==> config.mk <==
export PLATFORM = sky130hd
export DESIGN_NAME = plic_line_reconstruction_2d
export DESIGN_NICKNAME = d
export VERILOG_FILES = /design/src/sv/plr_pkg.sv /design/src/sv/plr_grad.sv /design/src/sv/plr_div.sv /design/src/sv/plr_sqrt.sv /design/src/sv/plic_line_reconstruction_2d.sv
export VERILOG_INCLUDE_DIRS = /design/src /design/src/sv
export SDC_FILE = /design/constraint.sdc
export NUM_CORES = 2
export LEC_CHECK = 0
export ABC_AREA = 1
export ABC_CLOCK_PERIOD_IN_PS = 11000
export BUFFER_PORTS_ARGS = -buffer_cell sky130_fd_sc_hd__buf_2
export CAP_MARGIN = 20
export CELL_PAD_IN_SITES_DETAIL_PLACEMENT = 0
export CELL_PAD_IN_SITES_GLOBAL_PLACEMENT = 1
export CORE_MARGIN = 5
export CORE_UTILIZATION = 37
export DETAILED_ROUTE_END_ITERATION = 8
export PLACE_DENSITY = 0.61
export SKIP_CTS_REPAIR_TIMING = 1
export SLEW_MARGIN = 25
export SYNTH_ARGS = -nofsm -noshare
export SYNTH_HDL_FRONTEND = slang
export SYNTH_SLANG_ARGS = --single-unit
==> constraint.sdc <==
create_clock -name clk -period 11 [get_ports clk]
set_clock_uncertainty 0.15 [all_clocks]
set_input_delay 1.1 -clock clk [delete_from_list [all_inputs] [get_ports clk]]
set_output_delay 1.1 -clock clk [all_outputs]
set_load 0.005 [all_outputs]
==> src/sv/plic_line_reconstruction_2d_defines.svh <==
// Assertion helpers for the line reconstruction top module
`ifndef PLIC_LINE_RECONSTRUCTION_2D_DEFINES_SVH
`define PLIC_LINE_RECONSTRUCTION_2D_DEFINES_SVH

// check that cond holds whenever trig holds, on the same edge
`define PLR_ASSERT_IMPL(lbl, trig, cond) \
  lbl: assert property (@(posedge clk) disable iff (!rst_n) (trig) |-> (cond)) \
    else $error("plr check failed");

// check that cond holds on every edge out of reset
`define PLR_ASSERT_ALWAYS(lbl, cond) \
  lbl: assert property (@(posedge clk) disable iff (!rst_n) (cond)) \
    else $error("plr check failed");

`endif

==> src/sv/plr_pkg.sv <==
package plr_pkg;

  localparam int FRAC_BITS = 16;
  localparam int IW = 17;
  localparam int TW = 20;
  localparam int VW = FRAC_BITS + 1;
  localparam int GW = FRAC_BITS + 3;
  localparam int DW = FRAC_BITS + 1;
  localparam int SW = FRAC_BITS + 1;
  localparam int PW = 2 * SW;
  localparam int NW = FRAC_BITS + 2;
  localparam logic [31:0] ONE32 = 32'(1) << FRAC_BITS;
  localparam logic [VW-1:0] ONE = VW'(ONE32);

  typedef enum logic [1:0] {
    CLS_LO,
    CLS_MID,
    CLS_HI
  } cls_t;

  typedef struct packed {
    logic [TW-1:0] tag;
    logic [IW-1:0] sw;
    logic [IW-1:0] w;
    logic [IW-1:0] nw;
    logic [IW-1:0] s;
    logic [IW-1:0] c;
    logic [IW-1:0] n;
    logic [IW-1:0] se;
    logic [IW-1:0] e;
    logic [IW-1:0] ne;
  } vof_in_t;

  typedef struct packed {
    logic [TW-1:0] tag;
    logic [VW-1:0] c;
    logic          xneg;
    logic          zneg;
    logic          x_big;
    logic          flat;
  } side_t;

  typedef struct packed {
    side_t         sd;
    logic [VW-1:0] m;
    cls_t          cls;
  } sq_side_t;

  function automatic logic [VW-1:0] sat(input logic [IW-1:0] raw);
    logic [31:0] r32;
    r32 = 32'(raw);
    return (r32 > ONE32) ? ONE : VW'(r32);
  endfunction

endpackage

==> src/sv/plr_grad.sv <==
module plr_grad (
  input  logic                  clk,
  input  logic                  rst_n,
  input  logic                  in_vld,
  output logic                  in_rdy,
  input  plr_pkg::vof_in_t      in_d,
  output logic                  out_vld,
  input  logic                  out_rdy,
  output logic [plr_pkg::GW-1:0] out_small,
  output logic [plr_pkg::GW-1:0] out_big,
  output plr_pkg::side_t        out_side
);
  import plr_pkg::*;

  logic [VW-1:0] sw, w, nw, s, c, n, se, e, ne;
  logic [GW-1:0] wsum, esum, ssum, nsum, ax, az;
  logic          xneg, zneg, xbig;
  logic          vld_r;
  logic [GW-1:0] small_r, big_r;
  side_t         side_r;

  always_comb begin
    sw = sat(in_d.sw);
    w  = sat(in_d.w);
    nw = sat(in_d.nw);
    s  = sat(in_d.s);
    c  = sat(in_d.c);
    n  = sat(in_d.n);
    se = sat(in_d.se);
    e  = sat(in_d.e);
    ne = sat(in_d.ne);
    wsum = GW'(sw) + (GW'(w) << 1) + GW'(nw);
    esum = GW'(se) + (GW'(e) << 1) + GW'(ne);
    ssum = GW'(sw) + (GW'(s) << 1) + GW'(se);
    nsum = GW'(nw) + (GW'(n) << 1) + GW'(ne);
    xneg = esum > wsum;
    zneg = nsum > ssum;
    ax = xneg ? esum - wsum : wsum - esum;
    az = zneg ? nsum - ssum : ssum - nsum;
    xbig = ax >= az;
  end

  assign in_rdy = !vld_r || out_rdy;

  always_ff @(posedge clk) begin
    if (!rst_n) begin
      vld_r <= 1'b0;
    end else if (in_rdy) begin
      vld_r <= in_vld;
    end
  end

  always_ff @(posedge clk) begin
    if (in_rdy && in_vld) begin
      small_r      <= xbig ? az : ax;
      big_r        <= xbig ? ax : az;
      side_r.tag   <= in_d.tag;
      side_r.c     <= c;
      side_r.xneg  <= xneg;
      side_r.zneg  <= zneg;
      side_r.x_big <= xbig;
      side_r.flat  <= (ax == '0) && (az == '0);
    end
  end

  assign out_vld   = vld_r;
  assign out_small = small_r;
  assign out_big   = big_r;
  assign out_side  = side_r;
endmodule

==> src/sv/plr_div.sv <==
module plr_div (
  input  logic                   clk,
  input  logic                   rst_n,
  input  logic                   in_vld,
  output logic                   in_rdy,
  input  logic [plr_pkg::GW-1:0] in_num,
  input  logic [plr_pkg::GW-1:0] in_den,
  input  plr_pkg::side_t         in_side,
  output logic                   out_vld,
  input  logic                   out_rdy,
  output logic [plr_pkg::DW-1:0] out_q,
  output plr_pkg::side_t         out_side
);
  import plr_pkg::*;

  logic          vld_r  [DW];
  logic          en     [DW];
  logic [GW:0]   rem_r  [DW];
  logic [DW-1:0] q_r    [DW];
  logic [GW-1:0] den_r  [DW];
  side_t         side_r [DW];

  for (genvar k = 0; k < DW; k++) begin : g_st
    logic [GW:0]   rin, rsh, rout;
    logic [DW-1:0] qin;
    logic [GW-1:0] din;
    side_t         sin;
    logic          vin, ge, nxt_rdy;

    if (k == 0) begin : g_first
      assign rin = {1'b0, in_num};
      assign rsh = rin;
      assign qin = '0;
      assign din = in_den;
      assign sin = in_side;
      assign vin = in_vld;
    end else begin : g_rest
      assign rin = rem_r[k-1];
      assign rsh = {rin[GW-1:0], 1'b0};
      assign qin = q_r[k-1];
      assign din = den_r[k-1];
      assign sin = side_r[k-1];
      assign vin = vld_r[k-1];
    end

    if (k == DW - 1) begin : g_last
      assign nxt_rdy = out_rdy;
    end else begin : g_mid
      assign nxt_rdy = en[k+1];
    end

    assign ge   = rsh >= {1'b0, din};
    assign rout = ge ? rsh - {1'b0, din} : rsh;
    assign en[k] = !vld_r[k] || nxt_rdy;

    always_ff @(posedge clk) begin
      if (!rst_n) begin
        vld_r[k] <= 1'b0;
      end else if (en[k]) begin
        vld_r[k] <= vin;
      end
    end

    always_ff @(posedge clk) begin
      if (en[k] && vin) begin
        rem_r[k]  <= rout;
        q_r[k]    <= {qin[DW-2:0], ge};
        den_r[k]  <= din;
        side_r[k] <= sin;
      end
    end
  end

  assign in_rdy   = en[0];
  assign out_vld  = vld_r[DW-1];
  assign out_q    = q_r[DW-1];
  assign out_side = side_r[DW-1];
endmodule

==> src/sv/plr_sqrt.sv <==
module plr_sqrt (
  input  logic                   clk,
  input  logic                   rst_n,
  input  logic                   in_vld,
  output logic                   in_rdy,
  input  logic [plr_pkg::PW-1:0] in_v,
  input  plr_pkg::sq_side_t      in_side,
  output logic                   out_vld,
  input  logic                   out_rdy,
  output logic [plr_pkg::SW-1:0] out_root,
  output plr_pkg::sq_side_t      out_side
);
  import plr_pkg::*;

  logic          vld_r  [SW];
  logic          en     [SW];
  logic [SW+1:0] rem_r  [SW];
  logic [SW-1:0] root_r [SW];
  logic [PW-1:0] v_r    [SW];
  sq_side_t      side_r [SW];

  for (genvar k = 0; k < SW; k++) begin : g_st
    logic [SW+1:0] rin;
    logic [SW+3:0] rsh, trial, rout;
    logic [SW-1:0] root_in;
    logic [PW-1:0] vin_d;
    sq_side_t      sin;
    logic          vin, ge, nxt_rdy;

    if (k == 0) begin : g_first
      assign rin     = '0;
      assign root_in = '0;
      assign vin_d   = in_v;
      assign sin     = in_side;
      assign vin     = in_vld;
    end else begin : g_rest
      assign rin     = rem_r[k-1];
      assign root_in = root_r[k-1];
      assign vin_d   = v_r[k-1];
      assign sin     = side_r[k-1];
      assign vin     = vld_r[k-1];
    end

    if (k == SW - 1) begin : g_last
      assign nxt_rdy = out_rdy;
    end else begin : g_mid
      assign nxt_rdy = en[k+1];
    end

    assign rsh   = {rin, vin_d[PW-1-2*k -: 2]};
    assign trial = {2'b00, root_in, 2'b01};
    assign ge    = rsh >= trial;
    assign rout  = ge ? rsh - trial : rsh;
    assign en[k] = !vld_r[k] || nxt_rdy;

    always_ff @(posedge clk) begin
      if (!rst_n) begin
        vld_r[k] <= 1'b0;
      end else if (en[k]) begin
        vld_r[k] <= vin;
      end
    end

    always_ff @(posedge clk) begin
      if (en[k] && vin) begin
        rem_r[k]  <= rout[SW+1:0];
        root_r[k] <= {root_in[SW-2:0], ge};
        v_r[k]    <= vin_d;
        side_r[k] <= sin;
      end
    end
  end

  assign in_rdy   = en[0];
  assign out_vld  = vld_r[SW-1];
  assign out_root = root_r[SW-1];
  assign out_side = side_r[SW-1];
endmodule

==> src/sv/plic_line_reconstruction_2d.sv <==
// Register stages from an accepted input word to its result word
// (1 gradient stage, 17 divider stages, 1 multiply stage, 17 root stages, 1 output).
// Throughput: one word per cycle unless the output stalls; the divider and root pipelines retire one bit per stage.
// Stalls propagate stage by stage, so empty stages keep filling under output backpressure.
// Reset (rst_n low, synchronous) clears all valid bits; the data registers are not reset.
module plic_line_reconstruction_2d (
  input  logic                        clk,
  input  logic                        rst_n,
  input  logic                        in_valid,
  output logic                        in_ready,
  input  logic [19:0]                 in_cell_tag,
  input  logic [16:0]                 in_vof_sw,
  input  logic [16:0]                 in_vof_w,
  input  logic [16:0]                 in_vof_nw,
  input  logic [16:0]                 in_vof_s,
  input  logic [16:0]                 in_vof_center,
  input  logic [16:0]                 in_vof_n,
  input  logic [16:0]                 in_vof_se,
  input  logic [16:0]                 in_vof_e,
  input  logic [16:0]                 in_vof_ne,
  output logic                        out_valid,
  input  logic                        out_ready,
  output logic [19:0]                 out_tag_out,
  output logic signed [17:0]          out_normal_x,
  output logic signed [17:0]          out_normal_z,
  output logic [17:0]                 out_line_alpha
);
  import plr_pkg::*;
  `include "plic_line_reconstruction_2d_defines.svh"

  vof_in_t       in_d;
  logic          g_vld, g_rdy, d_vld, d_rdy, s_vld, s_rdy;
  logic [GW-1:0] g_small, g_big;
  side_t         g_side, d_side;
  logic [DW-1:0] d_q;
  logic [VW-1:0] m, cp;
  logic [VW:0]   c2;
  cls_t          cls;
  logic [PW-1:0] prod;
  logic          p_vld_r, p_en, o_en;
  logic [PW-1:0] p_prod_r;
  sq_side_t      p_side_r, s_side;
  logic [SW-1:0] s_root;
  logic [VW-1:0] mx, mz;
  logic [NW-1:0] nx, nz, alpha;
  logic          o_vld_r;
  logic [TW-1:0] o_tag_r;
  logic [NW-1:0] o_nx_r, o_nz_r, o_alpha_r;

  assign in_d = '{tag: in_cell_tag, sw: in_vof_sw, w: in_vof_w, nw: in_vof_nw,
                  s: in_vof_s, c: in_vof_center, n: in_vof_n, se: in_vof_se,
                  e: in_vof_e, ne: in_vof_ne};

  plr_grad u_grad (
    .clk, .rst_n,
    .in_vld(in_valid), .in_rdy(in_ready), .in_d,
    .out_vld(g_vld), .out_rdy(g_rdy),
    .out_small(g_small), .out_big(g_big), .out_side(g_side)
  );

  plr_div u_div (
    .clk, .rst_n,
    .in_vld(g_vld), .in_rdy(g_rdy),
    .in_num(g_small), .in_den(g_big), .in_side(g_side),
    .out_vld(d_vld), .out_rdy(d_rdy),
    .out_q(d_q), .out_side(d_side)
  );

  always_comb begin
    m  = d_side.flat ? ONE : VW'(d_q);
    c2 = {d_side.c, 1'b0};
    if (c2 <= {1'b0, m}) begin
      cls = CLS_LO;
    end else if (c2 <= {ONE, 1'b0} - {1'b0, m}) begin
      cls = CLS_MID;
    end else begin
      cls = CLS_HI;
    end
    cp   = (cls == CLS_LO) ? d_side.c : ONE - d_side.c;
    prod = (PW'(cp) * PW'(m)) << 1;
  end

  assign p_en  = !p_vld_r || s_rdy;
  assign d_rdy = p_en;

  always_ff @(posedge clk) begin
    if (!rst_n) begin
      p_vld_r <= 1'b0;
    end else if (p_en) begin
      p_vld_r <= d_vld;
    end
  end

  always_ff @(posedge clk) begin
    if (p_en && d_vld) begin
      p_prod_r     <= prod;
      p_side_r.sd  <= d_side;
      p_side_r.m   <= m;
      p_side_r.cls <= cls;
    end
  end

  plr_sqrt u_sqrt (
    .clk, .rst_n,
    .in_vld(p_vld_r), .in_rdy(s_rdy),
    .in_v(p_prod_r), .in_side(p_side_r),
    .out_vld(s_vld), .out_rdy(o_en),
    .out_root(s_root), .out_side(s_side)
  );

  always_comb begin
    mx = s_side.sd.x_big ? ONE : s_side.m;
    mz = s_side.sd.x_big ? s_side.m : ONE;
    if (s_side.sd.flat) begin
      nx = '0;
      nz = '0;
    end else begin
      nx = s_side.sd.xneg ? NW'(0) - NW'(mx) : NW'(mx);
      nz = s_side.sd.zneg ? NW'(0) - NW'(mz) : NW'(mz);
    end
    case (s_side.cls)
      CLS_LO:  alpha = NW'(s_root);
      CLS_MID: alpha = NW'(s_side.sd.c) + NW'(s_side.m >> 1);
      CLS_HI:  alpha = NW'(s_side.m) + NW'(ONE) - NW'(s_root);
      default: alpha = '0;
    endcase
  end

  assign o_en = !o_vld_r || out_ready;

  always_ff @(posedge clk) begin
    if (!rst_n) begin
      o_vld_r <= 1'b0;
    end else if (o_en) begin
      o_vld_r <= s_vld;
    end
  end

  always_ff @(posedge clk) begin
    if (o_en && s_vld) begin
      o_tag_r   <= s_side.sd.tag;
      o_nx_r    <= nx;
      o_nz_r    <= nz;
      o_alpha_r <= alpha;
    end
  end

  assign out_valid      = o_vld_r;
  assign out_tag_out    = o_tag_r;
  assign out_normal_x   = o_nx_r;
  assign out_normal_z   = o_nz_r;
  assign out_line_alpha = o_alpha_r;

  `PLR_ASSERT_IMPL(a_alpha_range, out_valid, out_line_alpha <= NW'({ONE, 1'b0}))
  `PLR_ASSERT_IMPL(a_unit_normal, out_valid && (out_normal_x != '0 || out_normal_z != '0),
    out_normal_x == NW'(ONE) || out_normal_x == -NW'(ONE) ||
    out_normal_z == NW'(ONE) || out_normal_z == -NW'(ONE))
  `PLR_ASSERT_ALWAYS(a_stall_cause, in_ready || out_valid)
endmodule
==> flow_metrics.py <==
metrics = {
    "pwr": {
        "seqPwrFrac": 0.464,
        "comb_power_share": 0.155,
        "pwr-share-clk": 0.382,
        "power_density_nw_per_um2": 182.5,
        "p_total_w": 0.03223,
        "intPower_w": 0.02376,
        "switching_share": 0.2628,
        "p_sw_w": 0.008469,
        "p_leak_nw": 68.10,
        "ir_drop_uv": 299.2,
    },
    "setup_path": {
        "crit_path_end": "p_prod_r[33]",
        "critPathLaunchType": "register",
        "crit_fanout": 15,
        "reg2reg_slack_ps": 1100,
        "r2r-start": "u_div.side_r[0][656]",
        "critPathMostFrequentCell": "nand2_1",
        "crit_start": "u_div.side_r[0][656]",
        "critical_path_class": "register to register",
        "reg2reg_depth": 40,
        "rr_endpoint": "p_prod_r[33]",
        "slowest_delay_ps": 690,
        "worst_ep_required_time_ps": 11500,
        "slowest_stage": "inv_1",
        "crit_path_end_kind": "register",
        "cp.arrival_ps": 10410,
    },
    "finish": {
        "post-route-cell-area_um2": 176600,
        "area_growth_syn_to_layout_pct": 13.38,
        "seq_area_um2": 103600,
        "layout.nets": 13910,
        "multi_input_area_um2": 44870,
        "fillers": 38420,
        "drive_above_1_share": 0.07949,
    },
    "cts": {
        "clkTransAtPathRegs_ps": 60,
        "cts_inserted_buffers": 367,
        "clock-sinks": 3452,
        "clk_latency_ps": 930,
        "cts_buffer_depth": 4,
        "cts_tree": "built",
        "htree_levels": 5,
        "root_buffer": "clkbuf_16",
    },
    "placement": {
        "placed_area_um2": 164400,
        "dp_hpwl_mm": 253.3,
        "place.gp.congestion": 0.9060,
        "dp_slack_ps": 442.9,
        "numPortBuffers": 252,
    },
    "floorplan": {
        "initial_utilization": 0.3709,
        "die-area_um2": 434000,
        "die_h_um": 658.8,
        "dieWidth_um": 658.8,
        "design.core.area_um2": 419900,
        "ios": 253,
        "rows": 238,
    },
    "global_route": {
        "antenna_found_initial": 6,
        "grt_pass1_wl_mm": 525.6,
        "globalRoute.totalOverflow": 0,
        "grt_pass1_vias": 90470,
        "grt_usage": 0.1528,
        "grt_max_degree": 87,
    },
    "synth": {
        "synth_edf_count": 3447,
        "seq_area_frac_synth": 0.6653,
        "synth_top_cell_by_area": "edfxtp_1",
        "synth-main-ff-cell": "edfxtp_1",
        "yosys_warnings": 0,
        "synthesis.nets": 13350,
        "ys_types": 73,
        "syn_avg_cell_area_um2": 12.97,
        "synth.area.top_cells": "edfxtp_1 (66%), ha_1 (6.8%), inv_1 (4.3%), fa_1 (4.0%), nand2_1 (3.4%)",
        "synth-async-reset-ratio": 0,
        "syn_area_um2": 155700,
        "synth_cells": 12010,
        "ys_seq_elements": 3452,
        "synth.top_cell.area_share": 0.6646,
    },
    "detailed_routing": {
        "drc": 0,
        "viasPerCell": 4.739,
        "num_vias": 87170,
        "ant_nets": 0,
        "drtPass1Iterations": 6,
        "wl_mm": 334.3,
        "first_iter_violations": 4909,
        "wl_per_cell_um": 18.17,
    },
    "worst_hold_path": {
        "holdPathStages": 1,
        "hp-start": "in_cell_tag[2]",
        "hold_class": "input pin to register",
    },
    "outcome": {
        "status": "finished clean",
    },
    "timing": {
        "setup_viol": 0,
        "period_share": 0.9004,
        "hold_viol_final": 0,
        "max_slew_margin": 0.3128,
        "min_period_ps": 9905,
        "clock.fmax_mhz": 101.0,
        "setup_total_negative_slack_ps": 0,
        "tightest_slew_ps": 1017,
        "maxSlewViolCount": 0,
        "layout_setup_ws_ps": 1095,
        "rsz0062_at_grt": "false",
        "fin_hold_ws_ps": 232.5,
    },
    "job": {
        "cap_violations": 0,
    },
}
-- state kept, by name (all words and copies together) (netlist names), 19 cells and up --
name              cells
u_grad.out_side      41
u_sqrt.rem_r        282
u_sqrt.v_r          256
u_div.side_r        697
p_prod_r             33
p_side_r             60
u_div.den_r         304
u_grad.out_big       19
u_sqrt.root_r       153
u_grad.out_small     19
u_div.q_r           153
u_sqrt.side_r      1020
out_tag_out          20
u_div.rem_r         304
-- worst max-delay path: cells and delay by family (launching register included) --
family,cells,cell delay (ps)
AND/OR/NAND/NOR,12,1540
flip-flops,1,440
AO/OA/AOI/OAI,10,1900
XOR/XNOR,1,130
buffers and inverters,9,1590
adder cells (fa/ha/maj),8,3900
-- layout by cell type (no fill, tap or decap), types with 69 or more instances in the layout --
cell	instances
inv_1	1761
clkinv_1	89
xnor2_1	214
edfxtp_1	3447
o21ai_0	433
clkbuf_16	371
nor4_1	73
nand3_1	209
nand2_1	1423
buf_2	252
ha_1	848
xor2_1	409
nand4_1	75
nor3_1	125
nor2_1	968
clkinv_2	69
a21oi_1	961
buf_4	109
o21ai_1	99
fa_1	314
-- stage by stage --
stage,utilization,cells
after floorplan,-,12010
after global placement,0.3914,17720
after detailed placement,0.3915,17720
after CTS,0.4204,18390
after global routing,0.4206,18390
final,0.4206,18390
-- area by class of cell --
type,count,area share
antenna,3,0.00004251
clock buffer,434,0.05414
clock inverter,232,0.01444
inverter,1811,0.03869
multi-input combinational,6570,0.2541
sequential,3452,0.5867
tap,5520,0.03911
timing repair buffer,370,0.01270
-- worst min path at each step --
stage / end / slack [ps]
detailed placement: p_side_r[40] / 250
finish: u_grad.out_side[23] / 230
CTS: u_grad.out_side[23] / 110
floorplan: out_tag_out[0] / 250
global route: u_grad.out_side[23] / 160
global placement: u_sqrt.side_r[0][127] / 250
-- power by group through the flow --
stage,logic (W),registers [W],clock network (W)
floorplan,0.00331,0.0151,0
global placement,0.00501,0.0152,0
detailed placement,0.00496,0.0152,0
CTS,0.00500,0.0150,0.0127
global route,0.00562,0.0150,0.0133
finish,0.00498,0.0149,0.0123
-- cells in the mapped netlist, drive strengths merged, types with 150 or more instances --
cell,instances
a21oi,964
clkbuf,150
edfxtp,3447
fa,314
ha,848
inv,1800
nand2,1429
nand3,212
nor2,998
o21ai,534
xnor2,214
xor2,409
-- logic make-up after synthesis --
family / share of synthesized area
simple gates: 0.07903
mux: 0.0004097
buf+inv: 0.04803
fa+ha+maj: 0.1085
flops: 0.6653
other cells: 0.00002408
xor+xnor: 0.03504
compound gates: 0.06369
-- per-layer routing --
metal | up-vias | share of wire | GRT usage
met5 | - | 0 | 0
met4 | 0 | 0.030 | 0.04485
met3 | 517 | 0.035 | 0.01851
met2 | 1470 | 0.50 | 0.2701
met1 | 42320 | 0.44 | 0.1970
li1 | 42860 | - | -
No activity file was read; power rests on OpenSTA's default activity.
